**src/rtl/acit_pkg.sv**
```systemverilog
// ----------------------------------------------------------------------------
// acit_pkg
// shared codes, register page addresses, wait tables and timer control type
// ----------------------------------------------------------------------------
package acit_pkg;

  // item kinds
  localparam logic [2:0] FUNC_IDLE    = 3'd0;
  localparam logic [2:0] FUNC_CPU_RD  = 3'd1;
  localparam logic [2:0] FUNC_CPU_WR  = 3'd2;
  localparam logic [2:0] FUNC_HOST_WR = 3'd3;
  localparam logic [2:0] FUNC_HOST_RD = 3'd4;

  // register page
  localparam logic [15:0] PAGE_MASK   = 16'hfff0;
  localparam logic [15:0] PAGE_BASE   = 16'h00f0;
  localparam logic [15:0] PORT_MASK   = 16'hfffc;
  localparam logic [15:0] PORT_BASE   = 16'h00f4;
  localparam logic [15:0] BOOT_ROM_LO = 16'hffc0;

  localparam logic [7:0] REG_TEST    = 8'hf0;
  localparam logic [7:0] REG_CONTROL = 8'hf1;
  localparam logic [7:0] REG_DSP_ADR = 8'hf2;
  localparam logic [7:0] REG_DSP_DAT = 8'hf3;
  localparam logic [7:0] REG_PORT0   = 8'hf4;
  localparam logic [7:0] REG_PORT1   = 8'hf5;
  localparam logic [7:0] REG_PORT2   = 8'hf6;
  localparam logic [7:0] REG_PORT3   = 8'hf7;
  localparam logic [7:0] REG_AUX0    = 8'hf8;
  localparam logic [7:0] REG_AUX1    = 8'hf9;
  localparam logic [7:0] REG_TARGET0 = 8'hfa;
  localparam logic [7:0] REG_OUT0    = 8'hfd;
  localparam logic [7:0] REG_OUT1    = 8'hfe;
  localparam logic [7:0] REG_OUT2    = 8'hff;

  localparam logic [7:0] RAM_FILL = 8'h5a;

  localparam int TIMER_NUM = 3;

  // half-clocks per access and timer clocks per access, by wait select
  localparam logic [4:0] CPU_WAIT [4] = '{5'd2, 5'd4, 5'd10, 5'd20};
  localparam logic [4:0] TMR_WAIT [4] = '{5'd2, 5'd4, 5'd8, 5'd16};

  // per-timer control for one item
  typedef struct packed {
    logic       step;      // item is retired this cycle
    logic [4:0] clocks1;   // timer clocks before the access
    logic [4:0] clocks2;   // timer clocks after the access
    logic       run_old;   // timers running before a TEST write
    logic       pulse;     // TEST write re-evaluates the phase line
    logic       run_new;   // timers running after the TEST write
    logic       on_wr;     // CONTROL write
    logic       on_val;
    logic       tgt_wr;    // target write
    logic [7:0] tgt_val;
    logic       rd_clr;    // output read, clear afterwards
  } tmr_ctl_t;

endpackage

```
**src/rtl/acit_timer.sv**
```systemverilog
// ----------------------------------------------------------------------------
// acit_timer
// one prescaled timer: prescaler, phase line, falling-edge counter, output
// ----------------------------------------------------------------------------
module acit_timer #(
  parameter int PERIOD = 128
) (
  input  logic               clk,
  input  logic               rst,
  input  acit_pkg::tmr_ctl_t ctl,
  output logic [3:0]         out_value
);

  localparam logic [8:0] PERIOD_W = 9'(PERIOD);

  typedef struct packed {
    logic [7:0] pre;
    logic       phase;
    logic       edge_line;
    logic       on;
    logic [7:0] target;
    logic [7:0] count;
    logic [3:0] outv;
  } tmr_state_t;

  tmr_state_t st;
  tmr_state_t st_adv1;
  tmr_state_t st_adv2;
  tmr_state_t st_next;

  function automatic tmr_state_t tmr_pulse(tmr_state_t s, logic run);
    tmr_state_t r;
    logic       level;
    logic       falling;
    logic [7:0] cnt_inc;
    r       = s;
    level   = s.phase & run;
    falling = s.edge_line & ~level;
    cnt_inc = s.count + 8'd1;
    r.edge_line = level;
    if (falling && s.on) begin
      if (cnt_inc == s.target) begin
        r.count = 8'd0;
        r.outv  = s.outv + 4'd1;
      end else begin
        r.count = cnt_inc;
      end
    end
    return r;
  endfunction

  function automatic tmr_state_t tmr_advance(tmr_state_t s, logic [4:0] clocks, logic run);
    tmr_state_t r;
    logic [8:0] acc;
    r   = s;
    acc = {1'b0, s.pre} + {4'b0000, clocks};
    if (acc >= PERIOD_W) begin
      r.pre   = 8'(acc - PERIOD_W);
      r.phase = ~s.phase;
      r       = tmr_pulse(r, run);
    end else begin
      r.pre   = acc[7:0];
    end
    return r;
  endfunction

  always_comb begin
    st_adv1 = tmr_advance(st, ctl.clocks1, ctl.run_old);
    st_adv2 = tmr_advance(st_adv1, ctl.clocks2, ctl.run_old);
    st_next = st_adv2;
    if (ctl.rd_clr) begin
      st_next.outv = 4'd0;
    end
    if (ctl.pulse) begin
      st_next = tmr_pulse(st_next, ctl.run_new);
    end
    if (ctl.on_wr) begin
      if (!st_next.on && ctl.on_val) begin
        st_next.count = 8'd0;
        st_next.outv  = 4'd0;
      end
      st_next.on = ctl.on_val;
    end
    if (ctl.tgt_wr) begin
      st_next.target = ctl.tgt_val;
    end
  end

  // value seen by an output read: after this item's clocks, before the clear
  assign out_value = st_adv2.outv;

  always_ff @(posedge clk) begin
    if (rst) begin
      st <= '0;
    end else if (ctl.step) begin
      st <= st_next;
    end
  end

endmodule

```
**src/rtl/audio_cpu_io_page_and_timers_core.sv**
```systemverilog
// ----------------------------------------------------------------------------
// audio_cpu_io_page_and_timers_core
// register page and three prescaled timers of a sound processor
// ----------------------------------------------------------------------------
// pipeline: input register, then result register
// throughput: one request per cycle unless the result is stalled; each item is one
//   combinational pass between input and result registers, state written in that pass
// reset: synchronous, active high; clears both stream stages and sets the page
//   to its power-on values (ram writable, timers enabled, boot rom enabled)
// ----------------------------------------------------------------------------
module audio_cpu_io_page_and_timers_core #(
  parameter int SLOW_TIMER_PERIOD = 128,
  parameter int FAST_TIMER_PERIOD = 16
) (
  input  logic        clk,
  input  logic        rst,
  // input requests
  input  logic        s_tvalid,
  output logic        s_tready,
  // address[15:0], write_data[23:16], p_flag[24], dsp_read_data[32:25],
  // host_port[34:33], zero[39:35]
  input  logic [39:0] s_tdata,
  // func[2:0]
  input  logic [2:0]  s_tuser,
  // results
  output logic        m_tvalid,
  input  logic        m_tready,
  // read_data[7:0], io_hit[8], boot_rom_select[9], ram_read_forced[10],
  // ram_write_allowed[11], cpu_half_clocks[16:12], dsp_write[17],
  // dsp_register[24:18], dsp_write_value[32:25], zero[39:33]
  output logic [39:0] m_tdata
);

  // input stage
  logic        in_valid;
  logic [2:0]  in_func;
  logic [15:0] in_addr;
  logic [7:0]  in_wd;
  logic        in_pf;
  logic [7:0]  in_dsp_rd;
  logic [1:0]  in_port;
  logic        go;

  // page state
  logic [7:0] host_to_chip_port [4];
  logic [7:0] chip_to_host_port [4];
  logic [7:0] aux_byte [2];
  logic       timers_disable;
  logic       ram_writable;
  logic       ram_disable;
  logic       timers_enable;
  logic [1:0] external_wait_sel;
  logic [1:0] internal_wait_sel;
  logic       boot_rom_enable;
  logic [7:0] dsp_address;

  // decode
  logic       is_idle, is_rd, is_wr, is_hw, is_hr;
  logic       page, rom, split;
  logic [7:0] reg_sel;
  logic [1:0] ws;
  logic [4:0] tw;
  logic       wr_test, wr_control;

  acit_pkg::tmr_ctl_t tmr_ctl [acit_pkg::TIMER_NUM];
  logic [3:0]         tmr_out [acit_pkg::TIMER_NUM];

  // result fields
  logic [7:0] rd_data;
  logic       forced;
  logic [4:0] half_clocks;
  logic       dsp_wr;
  logic [6:0] dsp_reg;
  logic [7:0] dsp_val;
  logic [39:0] result;

  // an item moves on whenever the result register is free or being emptied
  assign go       = in_valid && (!m_tvalid || m_tready);
  assign s_tready = !in_valid || go;

  always_ff @(posedge clk) begin
    if (rst) begin
      in_valid <= 1'b0;
    end else if (s_tready) begin
      in_valid <= s_tvalid;
    end
  end

  always_ff @(posedge clk) begin
    if (s_tvalid && s_tready) begin
      in_func   <= s_tuser;
      in_addr   <= s_tdata[15:0];
      in_wd     <= s_tdata[23:16];
      in_pf     <= s_tdata[24];
      in_dsp_rd <= s_tdata[32:25];
      in_port   <= s_tdata[34:33];
    end
  end

  // item decode
  always_comb begin
    is_idle = in_func == acit_pkg::FUNC_IDLE;
    is_rd   = in_func == acit_pkg::FUNC_CPU_RD;
    is_wr   = in_func == acit_pkg::FUNC_CPU_WR;
    is_hw   = in_func == acit_pkg::FUNC_HOST_WR;
    is_hr   = in_func == acit_pkg::FUNC_HOST_RD;
    page    = (in_addr & acit_pkg::PAGE_MASK) == acit_pkg::PAGE_BASE;
    rom     = (in_addr >= acit_pkg::BOOT_ROM_LO) && boot_rom_enable;
    // port reads split their timer clocks around the access
    split   = is_rd && ((in_addr & acit_pkg::PORT_MASK) == acit_pkg::PORT_BASE);
    reg_sel = in_addr[7:0];
    // idle, page and boot rom use the internal wait select
    ws      = (is_idle || page || rom) ? internal_wait_sel : external_wait_sel;
    tw      = acit_pkg::TMR_WAIT[ws];
    wr_test    = is_wr && page && (reg_sel == acit_pkg::REG_TEST) && !in_pf;
    wr_control = is_wr && page && (reg_sel == acit_pkg::REG_CONTROL);
  end

  // timer controls
  always_comb begin
    for (int k = 0; k < acit_pkg::TIMER_NUM; k++) begin
      tmr_ctl[k].step    = go;
      tmr_ctl[k].clocks1 = (is_idle || is_rd || is_wr) ? (split ? (tw >> 1) : tw) : 5'd0;
      tmr_ctl[k].clocks2 = split ? (tw >> 1) : 5'd0;
      tmr_ctl[k].run_old = timers_enable && !timers_disable;
      tmr_ctl[k].pulse   = wr_test;
      tmr_ctl[k].run_new = in_wd[3] && !in_wd[0];
      tmr_ctl[k].on_wr   = wr_control;
      tmr_ctl[k].on_val  = in_wd[k];
      tmr_ctl[k].tgt_wr  = is_wr && page && (reg_sel == acit_pkg::REG_TARGET0 + 8'(k));
      tmr_ctl[k].tgt_val = in_wd;
      tmr_ctl[k].rd_clr  = is_rd && page && (reg_sel == acit_pkg::REG_OUT0 + 8'(k));
    end
  end

  for (genvar k = 0; k < acit_pkg::TIMER_NUM; k++) begin : g_timer
    acit_timer #(
      .PERIOD ((k == acit_pkg::TIMER_NUM - 1) ? FAST_TIMER_PERIOD : SLOW_TIMER_PERIOD)
    ) u_timer (
      .clk       (clk),
      .rst       (rst),
      .ctl       (tmr_ctl[k]),
      .out_value (tmr_out[k])
    );
  end

  // result fields
  always_comb begin
    rd_data     = 8'd0;
    forced      = 1'b0;
    half_clocks = 5'd0;
    dsp_wr      = 1'b0;
    dsp_reg     = 7'd0;
    dsp_val     = 8'd0;
    if (is_idle || is_rd || is_wr) begin
      half_clocks = acit_pkg::CPU_WAIT[ws];
    end
    if (is_rd) begin
      if (page) begin
        unique case (reg_sel) inside
          acit_pkg::REG_DSP_ADR: rd_data = dsp_address;
          acit_pkg::REG_DSP_DAT: begin
            rd_data = in_dsp_rd;
            dsp_reg = dsp_address[6:0];
          end
          acit_pkg::REG_PORT0, acit_pkg::REG_PORT1,
          acit_pkg::REG_PORT2, acit_pkg::REG_PORT3:
            rd_data = host_to_chip_port[reg_sel[1:0]];
          acit_pkg::REG_AUX0: rd_data = aux_byte[0];
          acit_pkg::REG_AUX1: rd_data = aux_byte[1];
          acit_pkg::REG_OUT0: rd_data = {4'd0, tmr_out[0]};
          acit_pkg::REG_OUT1: rd_data = {4'd0, tmr_out[1]};
          acit_pkg::REG_OUT2: rd_data = {4'd0, tmr_out[2]};
          default: rd_data = 8'd0;
        endcase
      end else if (!rom && ram_disable) begin
        // disabled ram reads back a fixed pattern
        forced  = 1'b1;
        rd_data = acit_pkg::RAM_FILL;
      end
    end else if (is_wr) begin
      if (page && (reg_sel == acit_pkg::REG_DSP_DAT)) begin
        dsp_reg = dsp_address[6:0];
        // upper half of the dsp address space is read-only
        dsp_wr  = !dsp_address[7];
        dsp_val = dsp_address[7] ? 8'd0 : in_wd;
      end
    end else if (is_hr) begin
      rd_data = chip_to_host_port[in_port];
    end
  end

  assign result = {7'd0, dsp_val, dsp_reg, dsp_wr, half_clocks,
                   is_wr && ram_writable && !ram_disable,
                   forced, is_rd && rom, (is_rd || is_wr) && page, rd_data};

  // page state update
  always_ff @(posedge clk) begin
    if (rst) begin
      for (int i = 0; i < 4; i++) begin
        host_to_chip_port[i] <= 8'd0;
        chip_to_host_port[i] <= 8'd0;
      end
      aux_byte[0]       <= 8'd0;
      aux_byte[1]       <= 8'd0;
      timers_disable    <= 1'b0;
      ram_writable      <= 1'b1;
      ram_disable       <= 1'b0;
      timers_enable     <= 1'b1;
      external_wait_sel <= 2'd0;
      internal_wait_sel <= 2'd0;
      boot_rom_enable   <= 1'b1;
      dsp_address       <= 8'd0;
    end else if (go) begin
      if (wr_test) begin
        timers_disable    <= in_wd[0];
        ram_writable      <= in_wd[1];
        ram_disable       <= in_wd[2];
        timers_enable     <= in_wd[3];
        external_wait_sel <= in_wd[5:4];
        internal_wait_sel <= in_wd[7:6];
      end
      if (wr_control) begin
        // port clear bits and boot rom switch
        if (in_wd[4]) begin
          host_to_chip_port[0] <= 8'd0;
          host_to_chip_port[1] <= 8'd0;
        end
        if (in_wd[5]) begin
          host_to_chip_port[2] <= 8'd0;
          host_to_chip_port[3] <= 8'd0;
        end
        boot_rom_enable <= in_wd[7];
      end
      if (is_wr && page) begin
        case (reg_sel) inside
          acit_pkg::REG_DSP_ADR: dsp_address <= in_wd;
          acit_pkg::REG_PORT0, acit_pkg::REG_PORT1,
          acit_pkg::REG_PORT2, acit_pkg::REG_PORT3:
            chip_to_host_port[reg_sel[1:0]] <= in_wd;
          acit_pkg::REG_AUX0: aux_byte[0] <= in_wd;
          acit_pkg::REG_AUX1: aux_byte[1] <= in_wd;
          default: ;
        endcase
      end
      if (is_hw) begin
        host_to_chip_port[in_port] <= in_wd;
      end
    end
  end

  // result register
  always_ff @(posedge clk) begin
    if (rst) begin
      m_tvalid <= 1'b0;
    end else if (go) begin
      m_tvalid <= 1'b1;
    end else if (m_tready) begin
      m_tvalid <= 1'b0;
    end
  end

  always_ff @(posedge clk) begin
    if (go) begin
      m_tdata <= result;
    end
  end

`ifndef ASSERT_OFF
  // input stalls only when a held item waits behind a stalled result
  a_stall_cause: assert property (@(posedge clk) disable iff (rst)
    !s_tready |-> (in_valid && m_tvalid && !m_tready))
    else $error("input stalled without a blocked result");

  // a retired item always shows up as a result
  a_retire_result: assert property (@(posedge clk) disable iff (rst)
    go |=> m_tvalid)
    else $error("retired item produced no result");

  // dsp writes come only from the register page and take processor time
  a_dsp_write_page: assert property (@(posedge clk) disable iff (rst)
    (m_tvalid && m_tdata[17]) |-> (m_tdata[8] && (m_tdata[16:12] != 5'd0)))
    else $error("dsp write outside the register page");

  // forced ram reads carry the fill pattern and never hit the page
  a_forced_read: assert property (@(posedge clk) disable iff (rst)
    (m_tvalid && m_tdata[10]) |-> ((m_tdata[7:0] == acit_pkg::RAM_FILL) && !m_tdata[8]))
    else $error("forced ram read with wrong data or page hit");
`endif

endmodule
```
**config.mk**
```make
export PLATFORM = sky130hd
export DESIGN_NAME = audio_cpu_io_page_and_timers_core
export DESIGN_NICKNAME = d
export VERILOG_FILES = /design/src/rtl/acit_pkg.sv /design/src/rtl/acit_timer.sv /design/src/rtl/audio_cpu_io_page_and_timers_core.sv
export SDC_FILE = /design/constraint.sdc
export NUM_CORES = 1
export LEC_CHECK = 0
export BUFFER_PORTS_ARGS = -buffer_cell sky130_fd_sc_hd__buf_4
export CAP_MARGIN = 30
export CORE_MARGIN = 10
export CORE_UTILIZATION = 48
export CTS_CLUSTER_SIZE = 40
export DETAILED_ROUTE_END_ITERATION = 7
export SLEW_MARGIN = 25
export SYNTH_ARGS = -nofsm -noshare
export SYNTH_HDL_FRONTEND = slang
export SYNTH_SLANG_ARGS = --single-unit
export TNS_END_PERCENT = 20
```
**constraint.sdc**
```tcl
create_clock -name clk -period 13.8 [get_ports clk]
set_input_delay 0 -clock clk [delete_from_list [all_inputs] [get_ports clk]]
set_output_delay 0 -clock clk [all_outputs]
set_load 0.01 [all_outputs]
```
==> key figures <==
Timing
  • Slew Viols, Final: 0
  • Final Critical Period: 9.96 ns
  • Max-slew headroom: 34.7%
  • Final setup viols: 0
  • Hold Vio Cnt, Final: 0
  • Fin Setup TNS: 0 ns
  • Worst slew pin tran: 0.980 ns
  • Setup WS post-layout: 3.84 ns
  • Final period util: 72.2%
  • RSZ-0062 raised after global routing: no
  • Final hold slack: 0.126 ns
  • Worst clock skew: 0.0312 ns
  • Fmax: 100 MHz

Die
  • Core region area: 38700 um2
  • Die ar.: 47700 um2
  • IO Count: 89
  • Initial Util: 48.7%
  • DIE WIDTH: 218 um
  • Chip Height: 218 um
  • FP Rows: 72

Pwr
  • Worst vdd ir: 0.0962 mV
  • Lkg Pwr: 7.78 nW
  • Pwr/cell area: 98.9 nW/um2

Finish
  • Non-Filler Instances: 2697
  • Layout cells sized above 1: 11.6%
  • Area growth, synth to finish: 12.4%
  • Layout Nets: 2251
  • Final Cell Area: 21200 um2

Route
  • Vias: 16.5k
  • WL final: 57.7 mm
  • Drt pass-1 iters: 5
  • Vias/cell: 6.12
  • DRT iter0 DRCs: 1448
  • Drt drc: 0
  • Routed Antenna Nets: 0
  • Routed length per instance: 21.4 um

Setup path
  • Reg-to-reg endpoint: g_timer[1].u_timer.st[1]
  • Worst stage delay on the critical path: 0.64 ns
  • Largest fanout on the critical path: 15
  • Worst r2r path cells: 32
  • Worst path most repeated cell: ha_1
  • Slowest stage cell, crit path: or4_1
  • Crit. End Element: flop
  • R2R Setup Slk: 3.84 ns
  • Req. time, crit path: 14.27 ns
  • Worst flop-to-flop path startpoint: in_addr[8]
  • Critical path arrival: 10.43 ns
  • Crit start category: flop
  • Worst setup path class: reg2reg

Clock tree
  • CTS sink cnt: 266
  • Clock Path Buffers: 3
  • Root Buffer: clkbuf_16
  • CTS tree: done
  • Clk Latency, worst-skew pair: 0.59 ns
  • CTS H-tree lvls: 1
  • Clk slew on worst S/H paths: 0.07 ns
  • CTS buffer count: 30
  • Postcts setup bufs: 0

Global routing
  • Met1 Track Usage GR: 31.2%
  • GRT Total Usage: 23.4%
  • Met3 Track Usage GR: 2.86%
  • Largest net degree at the start of global routing: 71
  • Grt ovf: 0
  • Vias in the first global route: 15.5k
  • Global-route wire length before repair: 89.1 mm
  • Initial antenna violation count: 2
  • Grt peak-use layer: met2
  • Global Route met2 Usage: 39.1%

Place
  • Post-place setup slack: 4.09 ns
  • Placer congestion estimate: 0.919
  • Placed insts: 2595
  • DP Area: 19900 um2
  • Port bufs: 75
  • DP HPWL: 41.2 mm

Logic synthesis
  • Distinct cells, synth: 111
  • Share of the synthesized area in the top cell type: 23.9%
  • Post-synth ARST share: 0%
  • Post-synth EDFFs: 150
  • Syn Inst Count: 2083
  • Synth area leaders: edfxtp_1 (24%), dfxtp_1 (12%), xnor2_1 (4.8%)
  • Yosys reg bits: 266
  • Mean Syn Cell Area: 9.06 um2
  • Main synth FF type: edfxtp_1
  • Most common cell in the netlist: nor2_1
  • Yosys warning count: 0
  • Register area share after synthesis: 36.2%
  • Mapped Area: 18900 um2
  • Largest area contributor in the netlist: edfxtp_1
  • Top post-synthesis cells by count: nor2_1 (226), nand2_1 (195), edfxtp_1 (150)

Status
  • Outcome: finished clean

Worst hold path
  • Hold Crit Class: in2reg
  • WHS Endpoint: in_wd[0]
  • Hold Crit Start: s_tdata[16]
  • Hold path cells: 2

Flow run
  • Number of max-cap violations: 0
cell usage in the layout, fill, tap and decap left out, drive strengths merged, types with 14 or more instances in the layout:
master,synthesis,final
nand3b,14,14
and2,55,55
dfxtp,116,116
a22oi,24,24
nor3,60,60
mux2,16,16
o22ai,14,14
inv,60,60
nor2b,17,17
mux2i,57,57
nand2,196,196
o211ai,19,19
nor4,25,25
buf,42,106
or2,20,20
a21oi,107,107
nor2,228,228
a211oi,27,27
dlygate4sd3,0,43
edfxtp,150,150
ha,44,44
nand3,60,60
a21o,22,22
clkinv,1,14
mux4,16,16
a22o,21,21
nand2b,18,18
a31oi,19,19
and3,37,37
or3,27,27
nand4,33,33
o21ai,80,80
xor2,65,65
xnor2,103,103
clkbuf,76,43
metrics by stage:
step           power (mW)  utilization (%)
6_report             2.10             54.8
5_1_grt              2.19             54.8
4_1_cts              2.11             54.7
3_5_place_dp         1.35             51.3
3_3_place_gp         1.34             51.1
2_1_floorplan        1.25                -
cell type report:
| type | instances | area (um2) |
|---|---|---|
| Timing Repair Buffer | 150 | 1230 |
| Antenna cell | 1 | 2.50 |
| Clock buffer | 42 | 806 |
| Inverter | 61 | 230 |
| Multi-Input combinational cell | 1645 | 11400 |
| Clock inverter | 14 | 96.3 |
| Fill cell | 3571 | 17500 |
| Tap cell | 518 | 648 |
| Sequential cell | 266 | 6830 |
power by group:
part / switching [mW] / internal [mW] / leakage [nW]
Clock: 0.333 / 0.409 / 0.440
Combinational: 0.287 / 0.175 / 4.90
Sequential: 0.0309 / 0.864 / 2.44
worst max-delay path by stage:
stage / start / to / slack, ns / cells past startpoint
floorplan: in_addr[6] / g_timer[1].u_timer.st[1] / 5.42 / 39
global placement: in_addr[8] / g_timer[1].u_timer.st[1] / 4.12 / 32
detailed placement: in_addr[13] / g_timer[0].u_timer.st[9] / 4.09 / 34
CTS: in_addr[8] / g_timer[2].u_timer.st[8] / 4.04 / 28
global route: in_addr[8] / g_timer[2].u_timer.st[4] / 3.08 / 28
finish: in_addr[8] / g_timer[1].u_timer.st[1] / 3.84 / 32
routing by layer:
layer | share of wire, % | wire [um] | vias up
li1 | - | - | 7861
met1 | 44 | 25400 | 8034
met2 | 48 | 27500 | 530
met3 | 5.7 | 3320 | 85
met4 | 2.4 | 1400 | 0
met5 | 0 | 0 | -
state kept, by name, indices dropped and copies added, names as in the netlist, 2 cells and up, named ones only:
name,cells
in_wd,8
aux_byte,16
in_port,2
dsp_address,8
internal_wait_sel,2
external_wait_sel,2
in_func,3
host_to_chip_port,32
in_addr,16
in_dsp_rd,8
chip_to_host_port,32
m_tdata,32
g_timer.u_timer.st,93
cells by family (layout without fill, tap and decap cells):
kind of cell	after synthesis	after routing	synth area share, %
and+or+nand+nor	830	830	22.1
AOI/OAI and AO/OA	485	485	18.9
DFF	266	266	36.2
xor gates and xnor gates	180	180	9.24
buffers and inverters	179	267	4.02
muxes	89	89	5.89
adders and majority gates	53	53	3.71
other	1	9	0.0199
critical path: cells and delay by family, from the launching register on:
kind	cells	cell delay, ns
xor gates and xnor gates	1	0.19
AOI/OAI and AO/OA	10	3.34
DFF	1	0.41
adders and majority gates	3	1.00
buffers and inverters	3	0.59
muxes	3	1.08
and+or+nand+nor	12	3.23
timing repair:
item | in CTS | in global routing
gates resized for setup | 0 | 0
hold endpoints to repair | 62 | 0
endpoints found under the setup margin | 0 | 0
hold buffers | 43 | 0
Power figures use the tool's default switching activity.
